### src/hdl/kinetic_phase_factor_generator_assert.svh
// Assertion macros shared by the RTL.
`ifndef KINETIC_PHASE_FACTOR_GENERATOR_ASSERT_SVH
`define KINETIC_PHASE_FACTOR_GENERATOR_ASSERT_SVH

`ifndef SYNTHESIS

// Condition must hold at every edge outside reset.
`define KPFG_ASSERT_ALWAYS(lbl, clk, rst_n, cond) \
	lbl: assert property (@(posedge clk) disable iff (!rst_n) (cond)) \
		else $error("kpfg assertion failed");

// Antecedent implies consequent in the same cycle.
`define KPFG_ASSERT_IMP(lbl, clk, rst_n, ante, cons) \
	lbl: assert property (@(posedge clk) disable iff (!rst_n) (ante) |-> (cons)) \
		else $error("kpfg assertion failed");

`else

`define KPFG_ASSERT_ALWAYS(lbl, clk, rst_n, cond)
`define KPFG_ASSERT_IMP(lbl, clk, rst_n, ante, cons)

`endif

`endif

### src/hdl/kpf_pkg.sv
`timescale 1ns / 1ps

package kpf_pkg;

	localparam int AXES = 3;
	localparam int IDX_W = 6;
	localparam int IDX_N = 1 << IDX_W;
	localparam int SQ_W = 2 * IDX_W;
	localparam int COEF_W = 32;
	localparam int POINTS_DEFAULT = 64;
	localparam logic [COEF_W-1:0] COEF_RESET = 32'd168662;

	localparam int ADDR_W = 2;
	localparam logic [ADDR_W-1:0] REG_COEF_X = 2'd0;
	localparam logic [ADDR_W-1:0] REG_COEF_Y = 2'd1;
	localparam logic [ADDR_W-1:0] REG_COEF_Z = 2'd2;

	localparam int U_W = 31;
	localparam int WORD_W = 32;
	localparam logic [U_W-1:0] Q30_ONE = 31'h4000_0000;
	localparam logic [U_W-1:0] HALF_PI_Q30 = 31'd1686629713;

	localparam int ITERS = 5;
	localparam int DIV_W = 7;
	localparam int RECIP_W = 30;
	localparam logic [DIV_W-1:0] TAYLOR_DIV [ITERS] = '{7'd110, 7'd72, 7'd42, 7'd20, 7'd6};
	localparam logic [RECIP_W-1:0] TAYLOR_RECIP [ITERS] = '{
		30'(64'h1_0000_0000 / 64'd110),
		30'(64'h1_0000_0000 / 64'd72),
		30'(64'h1_0000_0000 / 64'd42),
		30'(64'h1_0000_0000 / 64'd20),
		30'(64'h1_0000_0000 / 64'd6)
	};

	localparam int MAG_W = 15;
	localparam int OUT_W = 16;

	localparam int ST_SQ = 0;
	localparam int ST_MUL = 1;
	localparam int ST_SUM = 2;
	localparam int ST_X = 3;
	localparam int ST_X2 = 4;
	localparam int ST_TERM = 5;
	localparam int ST_S = ST_TERM + 3 * ITERS;
	localparam int ST_OUT = ST_S + 1;
	localparam int PIPE_STAGES = ST_OUT + 1;

	typedef logic [SQ_W-1:0] sq_t;
	typedef logic [COEF_W-1:0] coef_t;
	typedef logic [U_W-1:0] u_t;
	typedef logic [WORD_W-1:0] word_t;
	typedef logic [1:0] quad_t;
	typedef logic [MAG_W-1:0] mag_t;

	typedef struct packed {
		logic [IDX_W-1:0] x_index;
		logic [IDX_W-1:0] y_index;
		logic [IDX_W-1:0] z_index;
	} point_t;

	typedef struct packed {
		logic signed [OUT_W-1:0] factor_real;
		logic signed [OUT_W-1:0] factor_imag;
	} factor_t;

	typedef struct packed {
		logic [ADDR_W-1:0] addr;
		logic [COEF_W-1:0] wdata;
	} cfg_t;

	typedef struct packed {
		logic [PIPE_STAGES-1:0] en;
		logic [PIPE_STAGES-1:0] vld;
	} ctl_t;

endpackage

### src/hdl/kpf_phase.sv
`timescale 1ns / 1ps

module kpf_phase #(
	parameter int POINTS_X = kpf_pkg::POINTS_DEFAULT,
	parameter int POINTS_Y = kpf_pkg::POINTS_DEFAULT,
	parameter int POINTS_Z = kpf_pkg::POINTS_DEFAULT
) (
	input logic clk,
	input logic [kpf_pkg::PIPE_STAGES-1:0] en,
	input kpf_pkg::point_t point,
	input kpf_pkg::coef_t coef [kpf_pkg::AXES],
	output kpf_pkg::quad_t quad_s3,
	output kpf_pkg::u_t u_sin_s3,
	output kpf_pkg::u_t u_cos_s3
);
	localparam int PTS [kpf_pkg::AXES] = '{POINTS_X, POINTS_Y, POINTS_Z};

	kpf_pkg::sq_t sq_tab [kpf_pkg::AXES][kpf_pkg::IDX_N];
	logic [kpf_pkg::IDX_W-1:0] idx [kpf_pkg::AXES];
	kpf_pkg::sq_t msq_s1 [kpf_pkg::AXES];
	kpf_pkg::coef_t prod_s2 [kpf_pkg::AXES];
	kpf_pkg::coef_t theta;
	kpf_pkg::u_t frac;

	// squared signed frequency of every bin, per axis
	for (genvar a = 0; a < kpf_pkg::AXES; a++) begin : gen_axis
		for (genvar g = 0; g < kpf_pkg::IDX_N; g++) begin : gen_bin
			localparam int BIN = g % PTS[a];
			localparam int MAG = (BIN < PTS[a] / 2) ? BIN : PTS[a] - BIN;
			assign sq_tab[a][g] = kpf_pkg::sq_t'(MAG * MAG);
		end
	end

	assign idx[0] = point.x_index;
	assign idx[1] = point.y_index;
	assign idx[2] = point.z_index;

	always_ff @(posedge clk) begin
		for (int a = 0; a < kpf_pkg::AXES; a++) begin
			if (en[kpf_pkg::ST_SQ]) begin
				msq_s1[a] <= sq_tab[a][idx[a]];
			end
			if (en[kpf_pkg::ST_MUL]) begin
				prod_s2[a] <= kpf_pkg::coef_t'(coef[a] * msq_s1[a]);
			end
		end
	end

	// wrap modulo one turn
	assign theta = prod_s2[0] + prod_s2[1] + prod_s2[2];
	assign frac = {1'b0, theta[29:0]};

	always_ff @(posedge clk) begin
		if (en[kpf_pkg::ST_SUM]) begin
			quad_s3 <= theta[31:30];
			u_sin_s3 <= frac;
			u_cos_s3 <= kpf_pkg::Q30_ONE - frac;
		end
	end
endmodule

### config.mk
export PLATFORM = sky130hd
export DESIGN_NAME = kpf_phase
export DESIGN_NICKNAME = d
export VERILOG_FILES = /design/src/hdl/kinetic_phase_factor_generator_assert.svh /design/src/hdl/kpf_pkg.sv /design/src/hdl/kpf_phase.sv
export SDC_FILE = /design/constraint.sdc
export NUM_CORES = 2
export LEC_CHECK = 0
export ABC_AREA = 1
export BUFFER_PORTS_ARGS = -buffer_cell sky130_fd_sc_hd__buf_2
export CAP_MARGIN = 0
export CORE_MARGIN = 2
export CORE_UTILIZATION = 35
export DETAILED_ROUTE_END_ITERATION = 8
export PLACE_DENSITY_LB_ADDON = 0.1
export SKIP_LAST_GASP = 1
export SLEW_MARGIN = 15
export SYNTH_ARGS = -nofsm -noshare
export SYNTH_HDL_FRONTEND = slang
export SYNTH_SLANG_ARGS = --single-unit
### constraint.sdc
create_clock -name clk -period 7.6 [get_ports clk]
set_clock_uncertainty 0.1 [all_clocks]
set_input_delay 0.76 -clock clk [delete_from_list [all_inputs] [get_ports clk]]
set_output_delay 0.76 -clock clk [all_outputs]
set_load 0.01 [all_outputs]
Yosys cells after proc, flatten, opt, wreduce, memory -nomap -nowiden. Memories as Yosys holds them, arrays and structs flattened. Cells that the tools add are included.

Flip-flop bits (word level): 63. RAM bits: 132. Bits in read-only memories: 2304. Output and inout bits: 64. Bits of input ports: 137. Memories kept: 5.

$mul: 3. Bitwise operators: 3. Order comparisons: 3. Muxes and demuxes: 10. Add/sub/neg operators: 3.

Memory list: (no name shown) (depth 64, width 12, read ports 1, clocked after memory_dff 0, wr ports 0, RTL line kpf_phase.sv:41) `msq_s1[a] <= sq_tab[a][idx[a]];`; (no name shown) (depth 64, width 12, read ports 1, clocked after memory_dff 0, wr ports 0, RTL line kpf_phase.sv:41); (no name shown) (depth 64, width 12, read ports 1, clocked after memory_dff 0, wr ports 0, RTL line kpf_phase.sv:41); prod_s2 (depth 3, width 32, read ports 3, clocked after memory_dff 0, wr ports 3, RTL line kpf_phase.sv:21) `kpf_pkg::coef_t prod_s2 [kpf_pkg::AXES];`; msq_s1 (depth 3, width 12, read ports 3, clocked after memory_dff 0, wr ports 3, RTL line kpf_phase.sv:20) `kpf_pkg::sq_t msq_s1 [kpf_pkg::AXES];`.

Operators by type and width (number): $mul A32 B12 Y32 (3); $mux W12 (6); $add A32 B32 Y32 (2); $sub A31 B30 Y31 const A (1); $ge A7 B7 Y1 const B (3); $not A6 Y7 (3); $mux W1 (4).

Logic depth before layout (Yosys ltp).
Word-level depth: 4. Depth in mapped cells: 26. Depth with buffers taken out: 24.

Least setup slack after synthesis. OpenSTA, ideal clock, no wires.

Path type: input to register. Start: input coef[71] (netlist name). End: memory prod_s2[0][29] (netlist name), data pin. Required time: 7.241 ns. Arrival: 5.461 ns. Stages on the path: 23. Setup time: 0.259 ns. Path slack: 1.781 ns. Buffers on the path: 1. Cell sequence: buf_1 -> nand2_1 -> fa_1 -> fa_1 -> fa_1 -> inv_1 -> fa_1 -> inv_1 -> fa_1 -> inv_1 -> ha_1 -> a21oi_1 -> o21ai_0 -> nand2_1 -> nand2_1 -> nor2_1 -> inv_1 -> a21oi_1 -> o21ai_0 -> a21oi_1 -> o21ai_0 -> nand2_1 -> nand2_1.

RTL lines: start: declaration (RTL line kpf_phase.sv:11) `input kpf_pkg::coef_t coef [kpf_pkg::AXES],`; end: declaration (RTL line kpf_phase.sv:21).

==> metrics.md <==
| Metric | Value |
|---|---|
| Worst setup path endpoint | `prod_s2[0][29]$_DFFE_PP_` |
| Clock tree buffer depth | `2` |
| Post-DP HPWL | `approximately 81 mm` |
| Layout cells sized above 1 | `roughly 7.5%` |
| I/O Buffers | `180` |
| Startpoint Class | `flip-flop` |
| Reg2reg setup slack | `1.39 ns` |
| Fin Hold WS | `0.475 ns` |
| Setup_tns | `0 ns` |
| Initial DRC Count | `approximately 1200` |
| Sequential area share after synthesis | `between 10% and 20%` |
| Reg-to-reg endpoint | `prod_s2[0][29]$_DFFE_PP_` |
| Xor/xnor cell area share of the yosys netlist | `between 4 and 5%` |
| Max Cap Violations | `0` |
| Pins Over Slew Limit | `0` |
| GR Util All Layers | `18.8%` |
| WL/cell | `between 15 and 20 um` |
| Clk sinks | `between 150 and 200` |
| Drt first pass iters | `5` |
| Total global routing overflow | `0` |
| Drt drc | `0` |
| Vias per cell | `~4.5` |
| Top FF cell, synth | `edfxtp_1` |
| Syn Inst Count | `4418` |
| Ports | `201` |
| Critical Path Source | `msq_s1[0][6]$_DFFE_PP_` |
| Unrepaired setup endpoints after global routing | `no` |
| Mapped Nets | `5491` |
| Final nets | `5552` |
| Setup violations, final | `0` |
| Crit end category | `flip-flop` |
| Fin. Hold Viols | `0` |
| Clock Latency Late Sink | `0.50 ns` |
| Total core area | `103000 um^2` |
| Worst EP arrival | `between 6 and 7 ns` |
| Worst-margin pin slew | `1.08 ns` |
| Status | `finished, final reports clean` |
| Largest family of logic cells by synthesized area | `adder cells` |
| Multiplexer share of the synthesized area | `0%` |
| Clock transition at path regs | `0.08 ns` |
| Max Clock Freq | `161 MHz` |
| Synth Area in Adders | `44.8%` |
| Crit path kind | `flip-flop to flip-flop` |
| Postcts setup bufs | `0` |
| Worst min path class | `input port to flip-flop` |
| Post-synthesis compound-gate area fraction | `4.67%` |
| Post-synth EDFFs | `188` |
| Filler instances | `10900` |
| First-pass GRT wire length | `156 mm` |
| Root Buffer | `clkbuf_16` |
| # resized after CTS | `0` |
| Vias in the first global route | `28000` |
| Starting Density | `35.2%` |
| H-tree depth | `4` |
| R2R cell count | `18` |
| Hold Buf Count CTS | `0` |
| RR Startpoint | `msq_s1[0][6]$_DFFE_PP_` |
| Top cells by area, synth | `fa_1, edfxtp_1, inv_1` |
| Total CTS buffers | `17` |
| Top cell type's share of synthesized area | `33.3%` |
| Num rows | `118` |
| Fin crit share | `between 80% and 90%` |
| Slew Limit Headroom | `28.0%` |
| CTS tree | `done` |
| Yosys warning count | `0` |
| Maximum fanout along the worst path | `16` |
| Simple-Gate Fraction of Synth Area | `15.5%` |
| Initial antenna violation count | `3` |
| Final min period | `between 6 and 7 ns` |
| DIE WIDTH | `326 um` |
| Largest net degree at the start of global routing | `between 70 and 80` |
| Total number of vias | `26400` |
| Routability Congestion | `0.850` |
| Post-route antenna net violation count | `0` |
| Layout area overhead | `7.66%` |
| Dominant cell type by area after synthesis | `fa_1` |
| Yosys reg bits | `about 190` |
| Post-synthesis area per instance | `~8 um^2` |
| Final WL | `between 90 and 100 mm` |
| Post-synthesis async set-or-reset flop share | `0%` |
| Fin util | `37.9%` |
| Die Height | `approximately 330 um` |
| DIE AREA | `106000 um^2` |
| Yosys cell types | `52` |
| WP data required | `just under 8 ns` |
| Post-synthesis cell area | `36200 um^2` |
==> cell families (layout without fill, tap and decap cells) <==
group                    count (synthesis)  count (layout)
buffers and inverters                 1447            1521
XOR/XNOR                               176             176
adder cells (fa/ha/maj)                936             936
AO/OA/AOI/OAI                          292             292
other                                    1               3
AND/OR/NAND/NOR                       1378            1378
flip-flops                             188             188
==> cell usage in the layout (no fill, tap or decap), types with 5 or more instances in the layout <==
master     synthesis  layout
xor2_2             5       5
nor2_1           116     116
a21o_1             5       5
a32o_1             6       6
nor2_4             5       5
edfxtp_1         188     188
nor3_2             7       7
o221ai_1           6       6
nor3_1            18      18
a31oi_1            6       6
nand3_1           66      66
o31ai_1            5       5
o21ai_1            7       7
ha_1             334     334
buf_2              0     179
buf_4              2      33
inv_2             17      17
inv_6              0       8
xnor2_1           66      66
o21ai_0           78      78
clkbuf_16          0      17
a21oi_4            5       5
inv_1           1259    1259
nor2_2             8       8
nand4_1           26      26
fa_1             602     602
o211ai_1          10      10
xor2_1           102     102
nand2_2           33      33
nand2_1         1085    1085
a21oi_1          142     142
==> Yosys cell counts (all sizes together) (4+ instances only) <==
cell    instances
inv          1276
nand2        1119
fa            602
ha            334
edfxtp        188
clkbuf        157
a21oi         148
nor2          129
xor2          109
o21ai          85
nand3          69
xnor2          67
nand4          27
nor3           25
buf            13
o211ai         10
a31oi           6
a32o            6
o221ai          6
a21o            5
o31ai           5
nor4            4
o311ai          4
==> routing by layer <==
metal | global-route usage [%] | up-vias | part of all wire (%)
met5 | 0 | - | 0.011
met4 | 3.84 | 2 | 1.5
met3 | 2.53 | 66 | 3.4
met2 | 32.6 | 375 | 49
met1 | 25.2 | 13000 | 46
li1 | - | 13000 | -
==> sequential cells by signal, indices dropped and copies added, names as in the netlist <==
name	cells
prod_s2	96
msq_s1	30
u_cos_s3	31
u_sin_s3	29
quad_s3	2
==> critical path, stage by stage (launching register included) <==
cell	delay [ns]
edfxtp_1	0.78
buf_4	0.38
nand2_1	0.12
fa_1	0.55
inv_1	0.05
fa_1	0.57
fa_1	0.44
fa_1	0.49
inv_1	0.05
fa_1	0.54
inv_1	0.06
ha_1	0.36
nand2_1	0.09
o21ai_0	0.33
a21oi_1	0.13
o21ai_0	0.39
a21oi_1	0.21
o211ai_1	0.22
nand2_1	0.08
==> layout make-up <==
| type | instances | area (um^2) | area share (%) |
|---|---|---|---|
| Multi-Input combinational cell | 2783 | 25200 | 64.5 |
| Sequential cell | 188 | 5650 | 14.5 |
| Inverter | 1277 | 4790 | 12.3 |
| Tap cell | 1380 | 1730 | 4.43 |
| Timing Repair Buffer | 212 | 1140 | 2.93 |
| Clock buffer | 17 | 425 | 1.09 |
| Clock inverter | 15 | 126 | 0.324 |
| Antenna cell | 2 | 5.00 | 0.0128 |
==> worst min path at each step <==
stage	startpoint	end	slack (ns)	cells after the start
global placement	prod_s2[0][63]$_DFFE_PP_	quad_s3[1]$_DFFE_PP_	0.70	3
finish	point[0]	msq_s1[0][24]$_DFFE_PP_	0.48	1
floorplan	msq_s1[0][24]$_DFFE_PP_	prod_s2[0][64]$_DFFE_PP_	0.47	2
CTS	point[0]	msq_s1[0][24]$_DFFE_PP_	0.44	1
global route	point[0]	msq_s1[0][24]$_DFFE_PP_	0.46	1
detailed placement	prod_s2[0][63]$_DFFE_PP_	quad_s3[1]$_DFFE_PP_	0.69	3
==> per-stage QoR <==
step	area, um^2	setup WS [ns]	instances
2_1_floorplan	36200	1.78	4418
3_3_place_gp	38500	1.21	5840
3_5_place_dp	38500	1.28	5840
4_1_cts	39000	1.34	5872
5_1_grt	39000	0.974	5874
6_report	39000	1.39	5874
Power is not shown: default switching activity piles up to over one toggle a cycle in this logic, so the estimate is an artifact.
