### config.mk
export PLATFORM = sky130hd
export DESIGN_NAME = kpf_ctrl
export DESIGN_NICKNAME = d
export VERILOG_FILES = /design/src/hdl/kinetic_phase_factor_generator_assert.svh /design/src/hdl/kpf_pkg.sv /design/src/hdl/kpf_ctrl.sv
export SDC_FILE = /design/constraint.sdc
export NUM_CORES = 1
export LEC_CHECK = 0
export ABC_AREA = 1
export BUFFER_PORTS_ARGS = -buffer_cell sky130_fd_sc_hd__buf_4
export CAP_MARGIN = 10
export CORE_MARGIN = 3
export CORE_UTILIZATION = 35
export CTS_BUF_LIST = sky130_fd_sc_hd__clkbuf_4 sky130_fd_sc_hd__clkbuf_8
export DETAILED_ROUTE_END_ITERATION = 10
export PLACE_DENSITY_LB_ADDON = 0.12
export SLEW_MARGIN = 20
export SYNTH_ARGS = -nofsm -noshare
export SYNTH_HDL_FRONTEND = slang
export SYNTH_SLANG_ARGS = --single-unit
### constraint.sdc
create_clock -name clk -period 2 [get_ports clk]
set_input_delay 0.2 -clock clk [delete_from_list [all_inputs] [get_ports clk]]
set_output_delay 0.2 -clock clk [all_outputs]
set_load 0.02 [all_outputs]
### src/hdl/kinetic_phase_factor_generator_assert.svh
// Assertion macros shared by the RTL.
`ifndef KINETIC_PHASE_FACTOR_GENERATOR_ASSERT_SVH
`define KINETIC_PHASE_FACTOR_GENERATOR_ASSERT_SVH

`ifndef SYNTHESIS

// Condition must hold at every edge outside reset.
`define KPFG_ASSERT_ALWAYS(lbl, clk, rst_n, cond) \
	lbl: assert property (@(posedge clk) disable iff (!rst_n) (cond)) \
		else $error("kpfg assertion failed");

// Antecedent implies consequent in the same cycle.
`define KPFG_ASSERT_IMP(lbl, clk, rst_n, ante, cons) \
	lbl: assert property (@(posedge clk) disable iff (!rst_n) (ante) |-> (cons)) \
		else $error("kpfg assertion failed");

`else

`define KPFG_ASSERT_ALWAYS(lbl, clk, rst_n, cond)
`define KPFG_ASSERT_IMP(lbl, clk, rst_n, ante, cons)

`endif

`endif

### src/hdl/kpf_pkg.sv
`timescale 1ns / 1ps

package kpf_pkg;

	localparam int AXES = 3;
	localparam int IDX_W = 6;
	localparam int IDX_N = 1 << IDX_W;
	localparam int SQ_W = 2 * IDX_W;
	localparam int COEF_W = 32;
	localparam int POINTS_DEFAULT = 64;
	localparam logic [COEF_W-1:0] COEF_RESET = 32'd168662;

	localparam int ADDR_W = 2;
	localparam logic [ADDR_W-1:0] REG_COEF_X = 2'd0;
	localparam logic [ADDR_W-1:0] REG_COEF_Y = 2'd1;
	localparam logic [ADDR_W-1:0] REG_COEF_Z = 2'd2;

	localparam int U_W = 31;
	localparam int WORD_W = 32;
	localparam logic [U_W-1:0] Q30_ONE = 31'h4000_0000;
	localparam logic [U_W-1:0] HALF_PI_Q30 = 31'd1686629713;

	localparam int ITERS = 5;
	localparam int DIV_W = 7;
	localparam int RECIP_W = 30;
	localparam logic [DIV_W-1:0] TAYLOR_DIV [ITERS] = '{7'd110, 7'd72, 7'd42, 7'd20, 7'd6};
	localparam logic [RECIP_W-1:0] TAYLOR_RECIP [ITERS] = '{
		30'(64'h1_0000_0000 / 64'd110),
		30'(64'h1_0000_0000 / 64'd72),
		30'(64'h1_0000_0000 / 64'd42),
		30'(64'h1_0000_0000 / 64'd20),
		30'(64'h1_0000_0000 / 64'd6)
	};

	localparam int MAG_W = 15;
	localparam int OUT_W = 16;

	localparam int ST_SQ = 0;
	localparam int ST_MUL = 1;
	localparam int ST_SUM = 2;
	localparam int ST_X = 3;
	localparam int ST_X2 = 4;
	localparam int ST_TERM = 5;
	localparam int ST_S = ST_TERM + 3 * ITERS;
	localparam int ST_OUT = ST_S + 1;
	localparam int PIPE_STAGES = ST_OUT + 1;

	typedef logic [SQ_W-1:0] sq_t;
	typedef logic [COEF_W-1:0] coef_t;
	typedef logic [U_W-1:0] u_t;
	typedef logic [WORD_W-1:0] word_t;
	typedef logic [1:0] quad_t;
	typedef logic [MAG_W-1:0] mag_t;

	typedef struct packed {
		logic [IDX_W-1:0] x_index;
		logic [IDX_W-1:0] y_index;
		logic [IDX_W-1:0] z_index;
	} point_t;

	typedef struct packed {
		logic signed [OUT_W-1:0] factor_real;
		logic signed [OUT_W-1:0] factor_imag;
	} factor_t;

	typedef struct packed {
		logic [ADDR_W-1:0] addr;
		logic [COEF_W-1:0] wdata;
	} cfg_t;

	typedef struct packed {
		logic [PIPE_STAGES-1:0] en;
		logic [PIPE_STAGES-1:0] vld;
	} ctl_t;

endpackage

### src/hdl/kpf_ctrl.sv
`timescale 1ns / 1ps

module kpf_ctrl (
	input logic clk,
	input logic arst_n,
	input logic in_valid,
	input logic out_ready,
	output kpf_pkg::ctl_t ctl
);
	localparam int N = kpf_pkg::PIPE_STAGES;

	logic [N-1:0] vld_q;
	logic [N-1:0] en;

	// advance a stage when it is empty or its successor advances
	assign en[N-1] = ~vld_q[N-1] | out_ready;
	for (genvar i = 0; i < N - 1; i++) begin : gen_en
		assign en[i] = ~vld_q[i] | en[i+1];
	end

	always_ff @(posedge clk or negedge arst_n) begin
		if (!arst_n) begin
			vld_q <= '0;
		end else begin
			if (en[0]) begin
				vld_q[0] <= in_valid;
			end
			for (int i = 1; i < N; i++) begin
				if (en[i]) begin
					vld_q[i] <= vld_q[i-1];
				end
			end
		end
	end

	assign ctl.en = en;
	assign ctl.vld = vld_q;
endmodule

Yosys cells after proc, flatten, opt, wreduce, memory -nomap -nowiden
Cells that the tools add are included.
Storage, ports and cells
  register bits after elaboration: 22
Cells by class
  bitwise gates (word level): 44
Operators by type and width (count)
  1-bit NOT: 22
  1-bit bitwise OR: 22

Logic depth before layout (Yosys ltp)
Gate-level depths: netlist of the first run.
  depth after elaboration: 23
  mapped depth: 13
  depth with buffers taken out: 13

Worst setup path after synthesis of the first run
No wires, ideal clock.
  path kind: register to output
  start: reg vld_q[21]
  end: out ctl[23] (netlist name)
  data arrival time: 2.319 ns
  required time: 1.800 ns
  setup slack: -0.519 ns
  cell stages (with the launch flop): 12
  buffers on the path: 0
  cells stage by stage: dfrtp_1 > nand3_2 > nor2_4 > nand4_4 > nor2_4 > nand4_4 > nor2_4 > nand4_4 > nor2_4 > nand4_4 > nor2_4 > nand3_1
RTL lines
  from (decl): line kpf_ctrl.sv:12  | logic [N-1:0] vld_q;
  from (signal, indexed assignment): line kpf_ctrl.sv:30  | vld_q[i] <= vld_q[i-1];
  to (decl): line kpf_ctrl.sv:8  | output kpf_pkg::ctl_t ctl

==> results.cfg, run 1 <==
[pwr]
comb_power_share_pct = 44.8
power_mw = 1.48
clkPwrFrac_pct = 15.0
p_seq_share_pct = 40.3
ir_drop_v = 0.000589
switching_share_pct = 39.3
internal-power_mw = 0.897
pwr_density_cell_nw_per_um2 = 948
p_leak_nw = 0.812
power.switching_mw = 0.580

[clocking]
clockRootBuffer = clkbuf_4
numCtsBuffers = 3
cts_tree = yes
path_clk_slew_ns = 0.12
clk-insertion-delay-late_ns = 0.30
ctsLongestPathBuffers = 2
cts_num_sinks = 22
htree_levels = 1

[final_layout]
largest_reg_flops = 22
layout-drive-gt1-share_pct = 57.9
final_cell_mix = buf_4 (54), inv_1 (25), nand2_1 (20), dfrtp_1 (20), buf_6 (8)
final_cells = 189
largest-register = vld_q
reg_top3 = vld_q x22
diodes = 0
areaGrowthSynthToFinish_pct = 63.6
nets = 164
final_common_cell = buf_4

[synthesis]
synthCells = 92
avgSynthCellArea_um2 = 10.3
seq_area_frac_synth_pct = 57.8
synth_fp_nets = 96
ys_warn_count = 0
yosysUniqueCellTypes = 10
synth-seq-cells = 22
netlist_area_um2 = 952

[sta]
hold_slack_ns = 0.0782
rsz0062_at_grt = true
fmax_mhz = 431
maxSlewViolCount = 0
setup_ws_ns = -0.319
period_share_pct = 116
setup_violations = 11
worstMarginPinSlew_ns = 0.280
relSlewSlack_pct = 81.4
period_needed_ns = 2.32
final_hold_viol_count = 0
setup_tns_ns = -2.42
fin_skew_ns = 0.00732

[setup_path]
worstPathArrival_ns = 2.12
cp-start-kind = flop
crit_slowest_cell = dfrtp_2
end_kind = primary output
path_cells = nand3_4 > nor2_4 > nand4_4 > nor2_4 > nand4_4 > nor2_4 > nand4_4 > nor2_4 > nand4_4 > nor2_4 > nand4_2 > buf_6
worstPathMaxFanout = 5
crit_path_frequent_cell = nor2_4
slowest_delay_ns = 0.41
cpLargestDelayFamily = simple AND/OR/NAND/NOR gates
crit_required_ns = 1.80
crit_type = flop to primary output
path_buf_inv = 1

[die]
fp.dieArea_um2 = 3380
fp.dieW_um = 58.2
coreArea_um2 = 2520
fp.dieH_um = 58.2
num_rows = 18
num_io_pins = 48
initial_utilization_pct = 37.7

[min_path]
hp-class = input pin to flop

[global_routing]
grt_pass1_vias = 782
antenna_found_initial = 0
grt-ovfl-total = 0
grt_start_max_net_pins = 23
grt_pass1_wl_mm = 3.47
grtUsageTotal_pct = 13.2

[detailed_routing]
wl_per_cell_um = 10.8
num_vias = 803
drc = 0
firstDrtPassIters = 4
viasPerCell = 4.25
drt_iter0_markers = 8
totalWireLength_mm = 2.05
drtAntennaViolNets = 0

[flow_run]
drv_cap = 0

[placement]
dp_hpwl_mm = 1.56
gp_congestion = 0.732
portBuffers = 47
dp_cells = 175
place_ws_ns = -0.0405

[outcome]
violations = negative setup slack
status = complete, but fails checks
## final cells by class
type,count,area [um2]
Clock buffer,4,30.0
Fill cell,238,965
Inverter,26,97.6
Multi-Input combinational cell,44,334
Sequential cell,22,553
Tap cell,30,37.5
Timing Repair Buffer,63,505
## synth_stat cells
cell type | count | area (um2)
dfrtp_1 | 22 | 551
inv_1 | 26 | 97.6
nand2_1 | 22 | 82.6
nand3_1 | 1 | 5.00
nand3_2 | 1 | 10.0
nand4_2 | 1 | 12.5
nand4_4 | 4 | 85.1
nor2_1 | 4 | 15.0
nor2_4 | 5 | 56.3
or2_2 | 6 | 37.5
## tightest hold or removal path: stages
cell and delay, ns:
buf_4 0.07, inv_1 0.03, nand2_1 0.05
## power groups by stage
stage                     Sequential [mW]  Clock, mW  Combinational (mW)
final                               0.595      0.221               0.662
after detailed placement            0.604          0               0.636
after floorplan                     0.674          0               0.261
after global placement              0.599          0               0.629
after global routing                0.607      0.254               0.714
after CTS                           0.595      0.230               0.658
## per-stage QoR
stage / utilization (%) / cell area [um2]
floorplan: - / 972
global placement: 55.8 / 1410
detailed placement: 55.8 / 1410
CTS: 60.1 / 1520
global route: 61.8 / 1560
finish: 61.8 / 1560
## worst paths after layout
path                                       start                    end  slack (ns)  cells after the start
max                        vld_q[20]$_DFFE_PN0P_                ctl[22]       -0.32                     12
min                                     in_valid   vld_q[0]$_DFFE_PN0P_        0.08                      3
max reg2reg                vld_q[20]$_DFFE_PN0P_   vld_q[2]$_DFFE_PN0P_        0.14                     13
min reg2reg                 vld_q[0]$_DFFE_PN0P_   vld_q[1]$_DFFE_PN0P_        0.53                      2
max in group asynchronous                 arst_n  vld_q[20]$_DFFE_PN0P_        1.46                      2
min in group asynchronous                 arst_n  vld_q[21]$_DFFE_PN0P_        0.30                      2
## per-layer routing
| metal | vias up | wire length (um) | GRT usage, % |
|---|---|---|---|
| met2 | 31 | 1000 | 22.3 |
| met4 | 0 | 15 | 3.97 |
| met1 | 371 | 807 | 16.7 |
| met3 | 2 | 220 | 3.34 |
| li1 | 399 | - | - |
| met5 | - | 0 | 0 |
## cells by family after synthesis
| kind of cell | synth area share (%) |
|---|---|
| simple gates | 31.9 |
| buf+inv | 10.2 |
| flops | 57.8 |
## timing repair
item	CTS	global route
endpoints found under the setup margin	10	14
gates resized for setup	7	7
pin swaps	1	1
hold buffers	1	0
hold endpoints to repair	22	0
setup buffers	6	4
Note: power is estimated with default switching activity, not from simulation.
==> run 2, diff against run 1 <==
Settings changed: HOLD_SLACK_MARGIN set to 0.12, MAX_ROUTING_LAYER set to met4.
==> run 2 against run 1 <==
  * The flow still finishes with violations (negative setup slack)
  * Sequential share of layout area decreased by 0.23 points
  * Final cell count increased by 0.53%
  * Wire length increased by 1.4%
  * Utilization increased by 0.40 points
  * Largest cell class unchanged
  * Largest power group unchanged
  * Highest routed layer unchanged
==> results.cfg, run 2 (synthesized netlist as in run 1, its figures left out) <==
[outcome]
status = complete, but fails checks
violations = negative setup slack

[die]
num_rows = 18
initial_utilization_pct = 37.7
num_io_pins = 48
fp.dieArea_um2 = 3380
coreArea_um2 = 2520
fp.dieH_um = 58.2
fp.dieW_um = 58.2

[min_path]
hp-class = input pin to flop

[sta]
fin_skew_ns = 0.00753
maxSlewViolCount = 0
setup_violations = 11
worstMarginPinSlew_ns = 0.280
final_hold_viol_count = 0
period_share_pct = 116
period_needed_ns = 2.32
relSlewSlack_pct = 81.3
fmax_mhz = 431
setup_ws_ns = -0.322
rsz0062_at_grt = true
hold_slack_ns = 0.198

[setup_path]
worstPathMaxFanout = 5
end_kind = primary output
crit_required_ns = 1.80
worstPathArrival_ns = 2.12
cp-start-kind = flop
crit_path_frequent_cell = nor2_4
crit_slowest_cell = dfrtp_2
r2r_slack_ns = 0.14
crit_type = flop to primary output
slowest_delay_ns = 0.41
path_cells = nand3_4 > nor2_4 > nand4_4 > nor2_4 > nand4_4 > nor2_4 > nand4_4 > nor2_4 > nand4_4 > nor2_4 > nand4_2 > buf_6

[final_layout]
final_cell_mix = buf_4 (54), inv_1 (25), nand2_1 (20), dfrtp_1 (20), buf_6 (8)
largest-register = vld_q
fill_cells = 234
layout-drive-gt1-share_pct = 57.5
diodes = 0
reg_top3 = vld_q x22
largest_reg_flops = 22
nets = 165
areaGrowthSynthToFinish_pct = 64.7
final_common_cell = buf_4

[flow_run]
drv_cap = 0

[clocking]
cts_tree = yes
numCtsBuffers = 3
clockRootBuffer = clkbuf_4
ctsLongestPathBuffers = 2
cts_num_sinks = 22
htree_levels = 1
path_clk_slew_ns = 0.12
clk-insertion-delay-late_ns = 0.30

[pwr]
ir_drop_v = 0.000589
p_leak_nw = 0.817
pwr_density_cell_nw_per_um2 = 944
power_mw = 1.48

[placement]
dp_hpwl_mm = 1.56
portBuffers = 47
gp_congestion = 0.741

[global_routing]
grtUsageTotal_pct = 13.7
grt_pass1_vias = 791
grt_pass1_wl_mm = 3.48
antenna_found_initial = 0
grt-ovfl-total = 0
grt_start_max_net_pins = 23

[detailed_routing]
firstDrtPassIters = 4
drc = 0
wl_per_cell_um = 10.9
drt_iter0_markers = 11
drtAntennaViolNets = 0
viasPerCell = 4.27
num_vias = 812
totalWireLength_mm = 2.08
run 2: worst max-delay path, delay by kind of cell, from the launching register on:
kind,cells,cell delay (ns)
buf+inv,1,0.15
flops,1,0.41
simple gates,11,1.26
run 2: through the flow:
| stage | util, % | TNS [ns] | instance area, um2 | std cells | setup WS [ns] |
|---|---|---|---|---|---|
| 2_1_floorplan | - | -3.12 | 972 | 92 | -0.349 |
| 3_3_place_gp | 55.8 | -0.0239 | 1410 | 175 | -0.0239 |
| 3_5_place_dp | 55.8 | -0.0727 | 1410 | 175 | -0.0405 |
| 4_1_cts | 60.5 | -2.64 | 1530 | 187 | -0.337 |
| 5_1_grt | 62.2 | -4.46 | 1570 | 190 | -0.520 |
| 6_report | 62.2 | -2.44 | 1570 | 190 | -0.322 |
run 2: cell type report:
| cell class | count | area, um2 | area share [%] |
|---|---|---|---|
| clock buffers | 4 | 30.0 | 1.92 |
| repair buffers | 64 | 515 | 32.9 |
| inverters | 26 | 97.6 | 6.23 |
| multi-input cells | 44 | 334 | 21.3 |
| well taps | 30 | 37.5 | 2.39 |
| flip-flops and latches | 22 | 553 | 35.3 |
run 2: layer usage:
layer	GRT usage (%)	routed length (um)	share of wire, %
met1	17.4	849	41
met2	22.6	1030	50
met3	2.00	176	8.5
met4	3.97	15	0.72
met5	-	0	0
run 2: final timing paths:
check,startpoint,to,cells after the start
worst max-delay path,vld_q[20]$_DFFE_PN0P_,ctl[22],12
worst min-delay path,out_ready,vld_q[21]$_DFFE_PN0P_,4
worst max register to register,vld_q[20]$_DFFE_PN0P_,vld_q[2]$_DFFE_PN0P_,13
worst min register to register,vld_q[0]$_DFFE_PN0P_,vld_q[1]$_DFFE_PN0P_,2
max in group asynchronous,arst_n,vld_q[20]$_DFFE_PN0P_,2
min in group asynchronous,arst_n,vld_q[21]$_DFFE_PN0P_,2
run 2: power by group:
part / leakage, nW / switching [mW] / total (mW) / internal (mW)
combinational: 0.569 / 0.367 / 0.664 / 0.297
clock: 0.0184 / 0.130 / 0.221 / 0.0911
sequential: 0.230 / 0.0839 / 0.595 / 0.511
total: 0.817 / 0.581 / 1.48 / 0.899
run 2: timing repair:
item                                    CTS  global route
pin swaps                                 1             1
hold buffers                              2             0
buffers inserted                          6             4
gates resized for setup                   7             7
endpoints found under the setup margin   10            14
hold endpoints to repair                 23             0
