### src/hdl/kinetic_phase_factor_generator_assert.svh
// Assertion macros shared by the RTL.
`ifndef KINETIC_PHASE_FACTOR_GENERATOR_ASSERT_SVH
`define KINETIC_PHASE_FACTOR_GENERATOR_ASSERT_SVH

`ifndef SYNTHESIS

// Condition must hold at every edge outside reset.
`define KPFG_ASSERT_ALWAYS(lbl, clk, rst_n, cond) \
	lbl: assert property (@(posedge clk) disable iff (!rst_n) (cond)) \
		else $error("kpfg assertion failed");

// Antecedent implies consequent in the same cycle.
`define KPFG_ASSERT_IMP(lbl, clk, rst_n, ante, cons) \
	lbl: assert property (@(posedge clk) disable iff (!rst_n) (ante) |-> (cons)) \
		else $error("kpfg assertion failed");

`else

`define KPFG_ASSERT_ALWAYS(lbl, clk, rst_n, cond)
`define KPFG_ASSERT_IMP(lbl, clk, rst_n, ante, cons)

`endif

`endif

### src/hdl/kpf_pkg.sv
`timescale 1ns / 1ps

package kpf_pkg;

	localparam int AXES = 3;
	localparam int IDX_W = 6;
	localparam int IDX_N = 1 << IDX_W;
	localparam int SQ_W = 2 * IDX_W;
	localparam int COEF_W = 32;
	localparam int POINTS_DEFAULT = 64;
	localparam logic [COEF_W-1:0] COEF_RESET = 32'd168662;

	localparam int ADDR_W = 2;
	localparam logic [ADDR_W-1:0] REG_COEF_X = 2'd0;
	localparam logic [ADDR_W-1:0] REG_COEF_Y = 2'd1;
	localparam logic [ADDR_W-1:0] REG_COEF_Z = 2'd2;

	localparam int U_W = 31;
	localparam int WORD_W = 32;
	localparam logic [U_W-1:0] Q30_ONE = 31'h4000_0000;
	localparam logic [U_W-1:0] HALF_PI_Q30 = 31'd1686629713;

	localparam int ITERS = 5;
	localparam int DIV_W = 7;
	localparam int RECIP_W = 30;
	localparam logic [DIV_W-1:0] TAYLOR_DIV [ITERS] = '{7'd110, 7'd72, 7'd42, 7'd20, 7'd6};
	localparam logic [RECIP_W-1:0] TAYLOR_RECIP [ITERS] = '{
		30'(64'h1_0000_0000 / 64'd110),
		30'(64'h1_0000_0000 / 64'd72),
		30'(64'h1_0000_0000 / 64'd42),
		30'(64'h1_0000_0000 / 64'd20),
		30'(64'h1_0000_0000 / 64'd6)
	};

	localparam int MAG_W = 15;
	localparam int OUT_W = 16;

	localparam int ST_SQ = 0;
	localparam int ST_MUL = 1;
	localparam int ST_SUM = 2;
	localparam int ST_X = 3;
	localparam int ST_X2 = 4;
	localparam int ST_TERM = 5;
	localparam int ST_S = ST_TERM + 3 * ITERS;
	localparam int ST_OUT = ST_S + 1;
	localparam int PIPE_STAGES = ST_OUT + 1;

	typedef logic [SQ_W-1:0] sq_t;
	typedef logic [COEF_W-1:0] coef_t;
	typedef logic [U_W-1:0] u_t;
	typedef logic [WORD_W-1:0] word_t;
	typedef logic [1:0] quad_t;
	typedef logic [MAG_W-1:0] mag_t;

	typedef struct packed {
		logic [IDX_W-1:0] x_index;
		logic [IDX_W-1:0] y_index;
		logic [IDX_W-1:0] z_index;
	} point_t;

	typedef struct packed {
		logic signed [OUT_W-1:0] factor_real;
		logic signed [OUT_W-1:0] factor_imag;
	} factor_t;

	typedef struct packed {
		logic [ADDR_W-1:0] addr;
		logic [COEF_W-1:0] wdata;
	} cfg_t;

	typedef struct packed {
		logic [PIPE_STAGES-1:0] en;
		logic [PIPE_STAGES-1:0] vld;
	} ctl_t;

endpackage

### src/hdl/kpf_out.sv
`timescale 1ns / 1ps

module kpf_out (
	input logic clk,
	input logic [kpf_pkg::PIPE_STAGES-1:0] en,
	input kpf_pkg::quad_t quad,
	input kpf_pkg::u_t s_sin,
	input kpf_pkg::u_t s_cos,
	output kpf_pkg::factor_t factor_s22
);
	localparam kpf_pkg::quad_t QUAD_FIRST = 2'd0;
	localparam kpf_pkg::quad_t QUAD_SECOND = 2'd1;
	localparam kpf_pkg::quad_t QUAD_THIRD = 2'd2;
	localparam kpf_pkg::quad_t QUAD_FOURTH = 2'd3;

	kpf_pkg::quad_t quad_s [kpf_pkg::ST_X:kpf_pkg::ST_S];
	kpf_pkg::mag_t mag_sin;
	kpf_pkg::mag_t mag_cos;
	kpf_pkg::mag_t smag;
	kpf_pkg::mag_t cmag;
	logic sneg;
	logic cneg;
	logic [kpf_pkg::OUT_W-1:0] re_pos;
	logic [kpf_pkg::OUT_W-1:0] im_pos;

	function automatic kpf_pkg::mag_t round_sat(input kpf_pkg::u_t s);
		logic [31:0] sum;
		sum = {1'b0, s} + 32'h0000_4000;
		return (sum[31:15] > 17'd32767) ? 15'h7fff : sum[29:15];
	endfunction

	// carry the quadrant alongside the series lanes
	always_ff @(posedge clk) begin
		if (en[kpf_pkg::ST_X]) begin
			quad_s[kpf_pkg::ST_X] <= quad;
		end
		for (int i = kpf_pkg::ST_X + 1; i <= kpf_pkg::ST_S; i++) begin
			if (en[i]) begin
				quad_s[i] <= quad_s[i-1];
			end
		end
	end

	assign mag_sin = round_sat(s_sin);
	assign mag_cos = round_sat(s_cos);

	always_comb begin
		unique case (quad_s[kpf_pkg::ST_S])
			QUAD_FIRST: begin
				smag = mag_sin; sneg = 1'b0; cmag = mag_cos; cneg = 1'b0;
			end
			QUAD_SECOND: begin
				smag = mag_cos; sneg = 1'b0; cmag = mag_sin; cneg = 1'b1;
			end
			QUAD_THIRD: begin
				smag = mag_sin; sneg = 1'b1; cmag = mag_cos; cneg = 1'b1;
			end
			QUAD_FOURTH: begin
				smag = mag_cos; sneg = 1'b1; cmag = mag_sin; cneg = 1'b0;
			end
		endcase
	end

	assign re_pos = {1'b0, cmag};
	assign im_pos = {1'b0, smag};

	// imaginary part is the negated sine
	always_ff @(posedge clk) begin
		if (en[kpf_pkg::ST_OUT]) begin
			factor_s22.factor_real <= cneg ? (16'd0 - re_pos) : re_pos;
			factor_s22.factor_imag <= sneg ? im_pos : (16'd0 - im_pos);
		end
	end
endmodule

### config.mk
export PLATFORM = sky130hd
export DESIGN_NAME = kpf_out
export DESIGN_NICKNAME = d
export VERILOG_FILES = /design/src/hdl/kinetic_phase_factor_generator_assert.svh /design/src/hdl/kpf_pkg.sv /design/src/hdl/kpf_out.sv
export SDC_FILE = /design/constraint.sdc
export NUM_CORES = 1
export LEC_CHECK = 0
export ABC_AREA = 1
export BUFFER_PORTS_ARGS = -buffer_cell sky130_fd_sc_hd__clkbuf_2
export CORE_ASPECT_RATIO = 0.75
export CORE_MARGIN = 2
export CORE_UTILIZATION = 58
export CTS_CLUSTER_SIZE = 28
export DETAILED_ROUTE_END_ITERATION = 6
export GPL_ROUTABILITY_DRIVEN = 0
export HOLD_SLACK_MARGIN = 0.06
export MAX_ROUTING_LAYER = met4
export PLACE_DENSITY = 0.94
export SLEW_MARGIN = 0
export SYNTH_ARGS = -nofsm -noshare
export SYNTH_HDL_FRONTEND = slang
export SYNTH_SLANG_ARGS = --single-unit
### constraint.sdc
create_clock -name clk -period 4.8 [get_ports clk]
set_input_delay 0.72 -clock clk [delete_from_list [all_inputs] [get_ports clk]]
set_output_delay 0.72 -clock clk [all_outputs]
set_load 0.02 [all_outputs]
After elaboration in Yosys (flattened, before gate mapping):

Memories as Yosys holds them, arrays and structs flattened.
Index checks and enable logic that the tools add are counted.

* flip-flop bits (word level): 32
* input port bits: 87
* RAM bits: 36
* output and inout port bits: 32
* logic and storage cells: 65
* memories kept: 1

* multiplexer cells: 44
* equal/unequal tests: 3
* reductions and logical operators: 7
* $add $sub $neg: 4
* magnitude comparators: 2

Memories
* quad_s: words 18, bits a word 2, read ports 18, clocked after Yosys merged registers in 0, wr ports 18, RTL line kpf_out.sv:16 `kpf_pkg::quad_t quad_s [kpf_pkg::ST_X:kpf_pkg::ST_S];`

Operators with widths (number)
* adder 31 x 15 -> 32 bit (second input constant): 2
* two-way mux 15 bit: 4
* one-hot mux 15 bit (2 select lines): 2
* two-way mux 1 bit: 36
* greater-than comparator 17 x 15 -> 1 bit (second input constant): 2
* subtractor 1 x 15 -> 16 bit (first input constant): 2
* OR reduction 2 bit: 6
* equality test 2 bit (second input constant): 2
* one-hot mux 1 bit (2 select lines): 2
* equality test 2 x 1 -> 1 bit (second input constant): 1
* logical NOT 2 bit: 1

Depth between registers and ports, before layout:

Gate-level depths: netlist of run 1.

* word-level depth: 6
* mapped depth: 19
* mapped depth without buffers: 19

Worst setup path before layout of run 1:

No wires, ideal clock.

* path kind: input-to-reg
* start point: input s_sin[14]
* end point: register factor_s22[30] in the netlist's numbering, data pin
* required time: 4.551 ns
* data arrival time: 2.475 ns
* path buffers: 1
* path slack: 2.076 ns
* setup time: 0.249 ns
* stages on the path: 18
* path through: ha_1 nand2_1 nor2_4 nand2_4 nor2_4 nand2_2 nand2_4 buf_8 nand4_1 nand2_2 ha_1 nand2_2 nor2_4 nand2_1 nand2_2 nand3_1 nand2_1 inv_1

* word-level cells in the longest chain between the ends: 6

Ends and longest elaborated chain
* start, declared: RTL line kpf_out.sv:7 `input kpf_pkg::u_t s_sin,`
* adder 31 x 15 -> 32 bit *: RTL line kpf_out.sv:28 `sum = {1'b0, s} + 32'h0000_4000;`
* greater-than comparator 17 x 15 -> 1 bit: RTL line kpf_out.sv:29 `return (sum[31:15] > 17'd32767) ? 15'h7fff : sum[29:15];`
* two-way mux 15 bit *: RTL line kpf_out.sv:29
* one-hot mux 15 bit (2 select lines) *: RTL line kpf_out.sv:48 `unique case (quad_s[kpf_pkg::ST_S])`
* subtractor 1 x 15 -> 16 bit: RTL line kpf_out.sv:70 `factor_s22.factor_real <= cneg ? (16'd0 - re_pos) : re_pos;`
* two-way mux 15 bit *: RTL line kpf_out.sv:70
* end, declared: RTL line kpf_out.sv:9 `output kpf_pkg::factor_t factor_s22`

Every way passes the cells marked *; elsewhere a longest branch is shown, timed or not.
A chain may end at the register's enable or synchronous reset.

==> impl_metrics.csv, run 1 <==
group,metric,value,unit
status,status,"finished, final reports clean",
cts,path_clk_slew,0.07,ns
floorplan,ios,119,
routing,drc,0,
cells_and_area,drive_gt1_share,23.94,%
cts,post-cts-setup-buffer-count,0,
floorplan,coreArea,7365,sq um
synthesis,syn_nets,622,
power_and_ir_drop,peakVddDrop,0.2454,mV
routing,final_antenna_net_count,0,
placed_design,place_hpwl,7683,um
cells_and_area,n_fill_cell,592,
cells_and_area,fin_cells,715,
routing,routed_wl,9971,um
timing,hold_viol_final,0,
synthesis,ys_ff_latch,68,
worst_setup_path,cp.arrival,3.15,ns
timing,drv_slew,0,
cts,cts_tree,"yes",
timing,min_period_over_period,64.77,%
timing,period_minus_slack,3.109,ns
cts,cts_resized,0,
cts,cts.sinks,68,
cells_and_area,antennaDiodeCount,0,
worst_setup_path,path_max_fanout,31,
floorplan,die_area,8366,sq um
synthesis,synth_area_per_cell,8.396,sq um
floorplan,start_util,60.19,%
worst_setup_path,cp-start-kind,"register",
global_routing,gr-usage-all-layers,25.71,%
timing,fin_skew,0.004349,ns
worst_setup_path,critical_path_class,"register to register",
timing,fin_tns_setup,0,ns
cells_and_area,nets,703,
cts,htreeDepth,3,
placed_design,io_buffers,87,
global_routing,grt.overflow.total,0,
global_routing,grt_pass1_vias,3637,
cells_and_area,syn2layout_area_growth,14.20,%
power_and_ir_drop,cellPowerDensity,281.7,nW/um^2
timing,maxSlewHeadroom,23.12,%
synthesis,yosysWarningCount,0,
timing,setup_violations,0,
hold_path,min_path_type,"register to register",
routing,route.vias.total,4013,
synthesis,synth.top_cell.area_share,46.06,%
cts,cts_buffers,9,
worst_setup_path,cp-end-kind,"register",
synthesis,yosys.area.top_type,"edfxtp_1",
synthesis,synth_area_leaders,"edfxtp_1 46%, nand2_1 13%, nand4_1 7.1%, nand3_1 5.6%, inv_1 4.4%",
synthesis,synth_ff_type,"edfxtp_1",
cells_and_area,multi_input_area,2076,sq um
synthesis,async_flop_share,0,%
flow_run,max_cap_violations,0,
synthesis,synth-edff-count,68,
timing,clock.fmax,0.3217,GHz
placed_design,dp_cells,699,
cts,ctsRootBufferMaster,"clkbuf_8",
timing,rsz0062_at_grt,"no",
power_and_ir_drop,p_leak,2.232,nW
cts,cts-hold-fix-buffers,0,
cts,ctsLongestPathBuffers,2,
global_routing,grt_first_pass_wirelength,16550,um
synthesis,syn_area,4433,sq um
synthesis,seq_area_frac_synth,46.06,%
floorplan,die_w,105.0,um
timing,holdWs,0.4200,ns
cells_and_area,regArea,2042,sq um
cts,insertion_delay,0.34,ns
synthesis,synthCells,528,
routing,via_per_inst,5.613,
routing,wl_per_cell,13.95,um
routing,drtIter0Drc,745,
worst_setup_path,critPathRequiredTime,4.84,ns
routing,dr.pass1.iters,6,
floorplan,core.rowCount,27,
floorplan,die_h,79.71,um
synthesis,ys_types,31,
global_routing,grt_max_degree,33,
timing,tightest_slew,1.149,ns
global_routing,antenna_found_initial,0,
## metal layers
| layer | up-vias | track usage (%) | share of wire [%] |
|---|---|---|---|
| li1 | 1946 | - | - |
| met1 | 1795 | 33.74 | 42 |
| met2 | 245 | 41.10 | 45 |
| met3 | 27 | 4.571 | 10 |
| met4 | 0 | 8.533 | 1.9 |
| met5 | - | - | 0 |
## flip-flops by register name (all words and copies together), names as in the netlist
| name | count |
|---|---|
| factor_s22 | 32 |
| quad_s | 36 |
## stage by stage
| step | total power [mW] | setup slack [ns] | utilization (%) | instance area (sq um) |
|---|---|---|---|---|
| finish | 1.426 | 1.691 | 68.74 | 5062 |
| CTS | 1.432 | 1.781 | 68.74 | 5062 |
| floorplan | 0.9338 | 2.076 | - | 4433 |
| detailed placement | 1.036 | 1.402 | 66.45 | 4893 |
| global placement | 1.021 | 1.516 | 66.45 | 4893 |
| global route | 1.493 | 1.357 | 68.74 | 5062 |
## cell usage after synthesis (3+ instances only)
master,count
nand2_2,18
inv_2,3
o21bai_1,4
o21ai_1,4
nand4_1,50
o21ai_0,9
nor2_1,35
nor2_2,7
xnor2_1,11
nand2_1,149
nand3_2,3
clkbuf_1,7
nand3_1,50
inv_1,52
nand3b_1,5
nor3_1,3
nor2_4,8
edfxtp_1,68
ha_1,7
buf_2,6
xor2_1,16
## layout by cell type (no fill, tap or decap), types with 2 or more instances in the layout
| cell type | instances |
|---|---|
| o21bai_1 | 4 |
| nand2_4 | 2 |
| nand3b_1 | 5 |
| o21ai_0 | 9 |
| clkbuf_8 | 9 |
| clkinvlp_4 | 2 |
| edfxtp_1 | 68 |
| nor2_4 | 8 |
| xnor2_1 | 11 |
| clkbuf_2 | 87 |
| nor2_1 | 35 |
| nand2_2 | 18 |
| clkinv_4 | 2 |
| inv_2 | 3 |
| o21ai_1 | 4 |
| ha_1 | 7 |
| nor2_2 | 7 |
| nand2_1 | 149 |
| nand3_2 | 3 |
| nand3_1 | 50 |
| nor3_1 | 3 |
| inv_1 | 52 |
| xor2_1 | 16 |
| nand4_1 | 50 |
## cell type report
cell class,count,share of cell area [%]
Clock buffer,10,2.521
Multi-Input combinational cell,387,41.00
Timing Repair Buffer,88,8.749
Tap cell,101,2.496
Clock inverter,6,0.8156
Sequential cell,68,40.34
Inverter,55,4.078
## report_power, final
group	internal, mW	leakage [nW]	total (mW)	switching, mW
clock network	0.186	0.0799	0.399	0.213
logic	0.0957	1.49	0.300	0.204
registers	0.714	0.664	0.727	0.0133
total	0.996	2.23	1.43	0.431
## cells by family after synthesis
| family | synth area share, % |
|---|---|
| AND/OR/NAND/NOR | 36.64 |
| buffers and inverters | 7.113 |
| flip-flops | 46.06 |
| XOR/XNOR | 5.334 |
| AO/OA/AOI/OAI | 2.879 |
| adder cells (fa/ha/maj) | 1.976 |
## path summary, 6_finish.rpt
kind	startpoint	to	slack, ns	cells past startpoint
max	quad_s[0][41]$_DFFE_PP_	factor_s22[8]$_DFFE_PP_	1.69	15
min	quad_s[0][13]$_DFFE_PP_	quad_s[0][15]$_DFFE_PP_	0.42	0
max reg2reg	quad_s[0][41]$_DFFE_PP_	factor_s22[8]$_DFFE_PP_	1.69	15
min reg2reg	quad_s[0][13]$_DFFE_PP_	quad_s[0][15]$_DFFE_PP_	0.42	0
## worst max-delay path: stages (launching register included)
cell	delay (ns)
edfxtp_1	0.46
inv_1	0.10
ha_1	0.15
nor2_1	0.05
buf_4	0.22
inv_1	0.64
nand4_1	0.19
nand2_1	0.19
ha_1	0.21
nand2_2	0.09
nor2_2	0.16
nand2_1	0.07
nand2_1	0.07
nand2_1	0.05
nand2_1	0.05
o21ai_1	0.09
Power figures use the tool's default switching activity.
==> run 2: changes to the inputs <==
--- a/config.mk
+++ b/config.mk
@@ -9,13 +9,13 @@
 export BUFFER_PORTS_ARGS = -buffer_cell sky130_fd_sc_hd__clkbuf_2
 export CORE_ASPECT_RATIO = 0.75
 export CORE_MARGIN = 2
-export CORE_UTILIZATION = 58
+export CORE_UTILIZATION = 53
 export CTS_CLUSTER_SIZE = 28
 export DETAILED_ROUTE_END_ITERATION = 6
 export GPL_ROUTABILITY_DRIVEN = 0
 export HOLD_SLACK_MARGIN = 0.06
 export MAX_ROUTING_LAYER = met4
-export PLACE_DENSITY = 0.94
+export PLACE_DENSITY = 0.87
 export SLEW_MARGIN = 0
 export SYNTH_ARGS = -nofsm -noshare
 export SYNTH_HDL_FRONTEND = slang
==> constraint.sdc (replaced) <==
create_clock -name clk -period 2.9 [get_ports clk]
set_input_delay 0.435 -clock clk [delete_from_list [all_inputs] [get_ports clk]]
set_output_delay 0.435 -clock clk [all_outputs]
set_load 0.02 [all_outputs]
==> impl_metrics.csv, run 2 (synthesis gave the netlist of run 1 again) <==
group,metric,value,unit
status,status,"finished, final reports clean",
cells_and_area,regMostFlops,"quad_s",
floorplan,start_util,55.50,%
worst_setup_path,critical_path_class,"register to register",
global_routing,gr-usage-all-layers,23.50,%
worst_setup_path,cp-start-kind,"register",
cells_and_area,largest_reg_flops,36,
power_and_ir_drop,p_leak,2.312,nW
routing,route.vias.total,3982,
power_and_ir_drop,power_frac_comb,19.4,%
floorplan,ios,119,
timing,fin_tns_setup,0,ns
cts,ctsLongestPathBuffers,2,
routing,maxUsedRoutingLayer,"met4",
routing,final_antenna_net_count,0,
floorplan,die_w,109.6,um
flow_run,max_cap_violations,0,
cells_and_area,nets,712,
timing,fin_skew,0.006372,ns
floorplan,coreArea,7988,sq um
global_routing,grt_first_pass_wirelength,16250,um
cts,path_clk_slew,0.07,ns
cts,htreeDepth,3,
power_and_ir_drop,intPower,1.917,mW
routing,wl_per_cell,14.00,um
worst_setup_path,critPathRequiredTime,3.00,ns
timing,setup_violations,0,
placed_design,place_ws,0.02609,ns
power_and_ir_drop,peakVddDrop,0.3948,mV
global_routing,grt_pass1_vias,3612,
timing,min_period_over_period,87.90,%
routing,drt-met1-wl,4339,um
placed_design,place_hpwl,8085,um
timing,rsz0062_at_grt,"no",
cells_and_area,mostFrequentLayoutCells,"149 x nand2_1, 87 x clkbuf_2, 68 x edfxtp_1",
global_routing,grt.overflow.total,0,
power_and_ir_drop,p_sw_share,26.45,%
timing,tightest_slew,0.7891,ns
routing,dr.pass1.iters,6,
cts,insertion_delay,0.34,ns
placed_design,io_buffers,87,
cells_and_area,drive_gt1_share,24.92,%
cts,cts_resized,0,
timing,maxSlewHeadroom,47.39,%
routing,via_per_inst,5.477,
routing,wl_met2,4798,um
floorplan,die_area,9120,sq um
timing,hold_viol_final,0,
worst_setup_path,cp.arrival,2.65,ns
global_routing,grt_max_degree,33,
cells_and_area,n_fill_cell,680,
timing,drv_slew,0,
power_and_ir_drop,p_clk_share,34.3,%
cts,post-cts-setup-buffer-count,0,
placed_design,dp_cells,712,
timing,final.setup.worst_slack,0.3510,ns
cells_and_area,antennaDiodeCount,0,
cells_and_area,fin_cells,727,
worst_setup_path,path_max_fanout,30,
routing,drtIter0Drc,387,
cts,ctsRootBufferMaster,"clkbuf_8",
power_and_ir_drop,p_sw,0.6896,mW
cts,cts_buffers,9,
routing,routed_wl,10180,um
timing,clock.fmax,0.3923,GHz
floorplan,core.rowCount,28,
cells_and_area,reg_top3,"quad_s x36, factor_s22 x32",
cells_and_area,syn2layout_area_growth,17.50,%
power_and_ir_drop,pwr-share-seq,46.3,%
routing,wl_met3,969,um
cells_and_area,mostFrequentLayoutCell,"nand2_1",
cts,cts-hold-fix-buffers,0,
cts,cts.sinks,68,
power_and_ir_drop,cellPowerDensity,500.5,nW/um^2
hold_path,min_path_type,"input port to register",
cts,cts_tree,"yes",
worst_setup_path,cp-end-kind,"register",
global_routing,antenna_found_initial,0,
timing,period_minus_slack,2.549,ns
floorplan,die_h,83.21,um
routing,drc,0,
run 2: changes by cell type in the layout (fill, tap and decap cells not counted), sizes merged:
cell and change:
bufinv +3, clkinv -3, clkbuf +1, clkinvlp -2, buf +9
run 2: power by group through the flow:
stage               combinational [mW]  clock (mW)  sequential [mW]
floorplan                        0.263           0             1.28
global placement                 0.482           0             1.22
detailed placement               0.500           0             1.23
CTS                              0.503       0.916             1.21
global route                     0.558       0.962             1.21
finish                           0.506       0.894             1.21
run 2: area by class of cell:
type / instances / area [sq um] / share of cell area [%]
Tap cell: 105 / 131.4 / 2.522
Timing Repair Buffer: 97 / 523.0 / 10.04
Sequential cell: 68 / 2042 / 39.20
Multi-Input combinational cell: 387 / 2076 / 39.85
Inverter: 55 / 206.4 / 3.963
Clock buffer: 11 / 131.4 / 2.522
Clock inverter: 4 / 98.84 / 1.898
run 2: routing by layer:
layer	track usage (%)	up-vias
met5	-	-
met2	37.93	180
met4	5.178	0
met3	5.338	10
li1	-	1966
met1	30.22	1826
run 2: worst paths after layout:
kind	start	endpoint	slack, ns	cells past startpoint
min	quad[0]	quad_s[0][6]$_DFFE_PP_	0.27	1
max reg2reg	quad_s[0][40]$_DFFE_PP_	factor_s22[30]$_DFFE_PP_	0.35	13
max	quad_s[0][40]$_DFFE_PP_	factor_s22[30]$_DFFE_PP_	0.35	13
min reg2reg	quad_s[0][16]$_DFFE_PP_	quad_s[0][18]$_DFFE_PP_	0.42	0
run 2: metrics by stage:
stage                     power (mW)  area [sq um]  hold slack [ns]  utilization, %
after global placement         1.704          4979           0.4017           62.33
after detailed placement       1.728          4979           0.4054           62.33
final                          2.607          5209           0.2714           65.21
after global routing           2.734          5209           0.2502           65.21
after floorplan                1.546          4433           0.4003               -
after CTS                      2.628          5209           0.2532           65.21
run 2: critical path, stage by stage (launching register included):
cell	delay [ns]
edfxtp_1	0.45
ha_1	0.26
nor2_1	0.18
buf_4	0.33
nand3_1	0.12
nand2_1	0.14
ha_1	0.20
nand2_2	0.09
nor2_4	0.15
nand2_1	0.08
nand2_2	0.09
nand3_1	0.09
nand2_1	0.08
inv_1	0.04
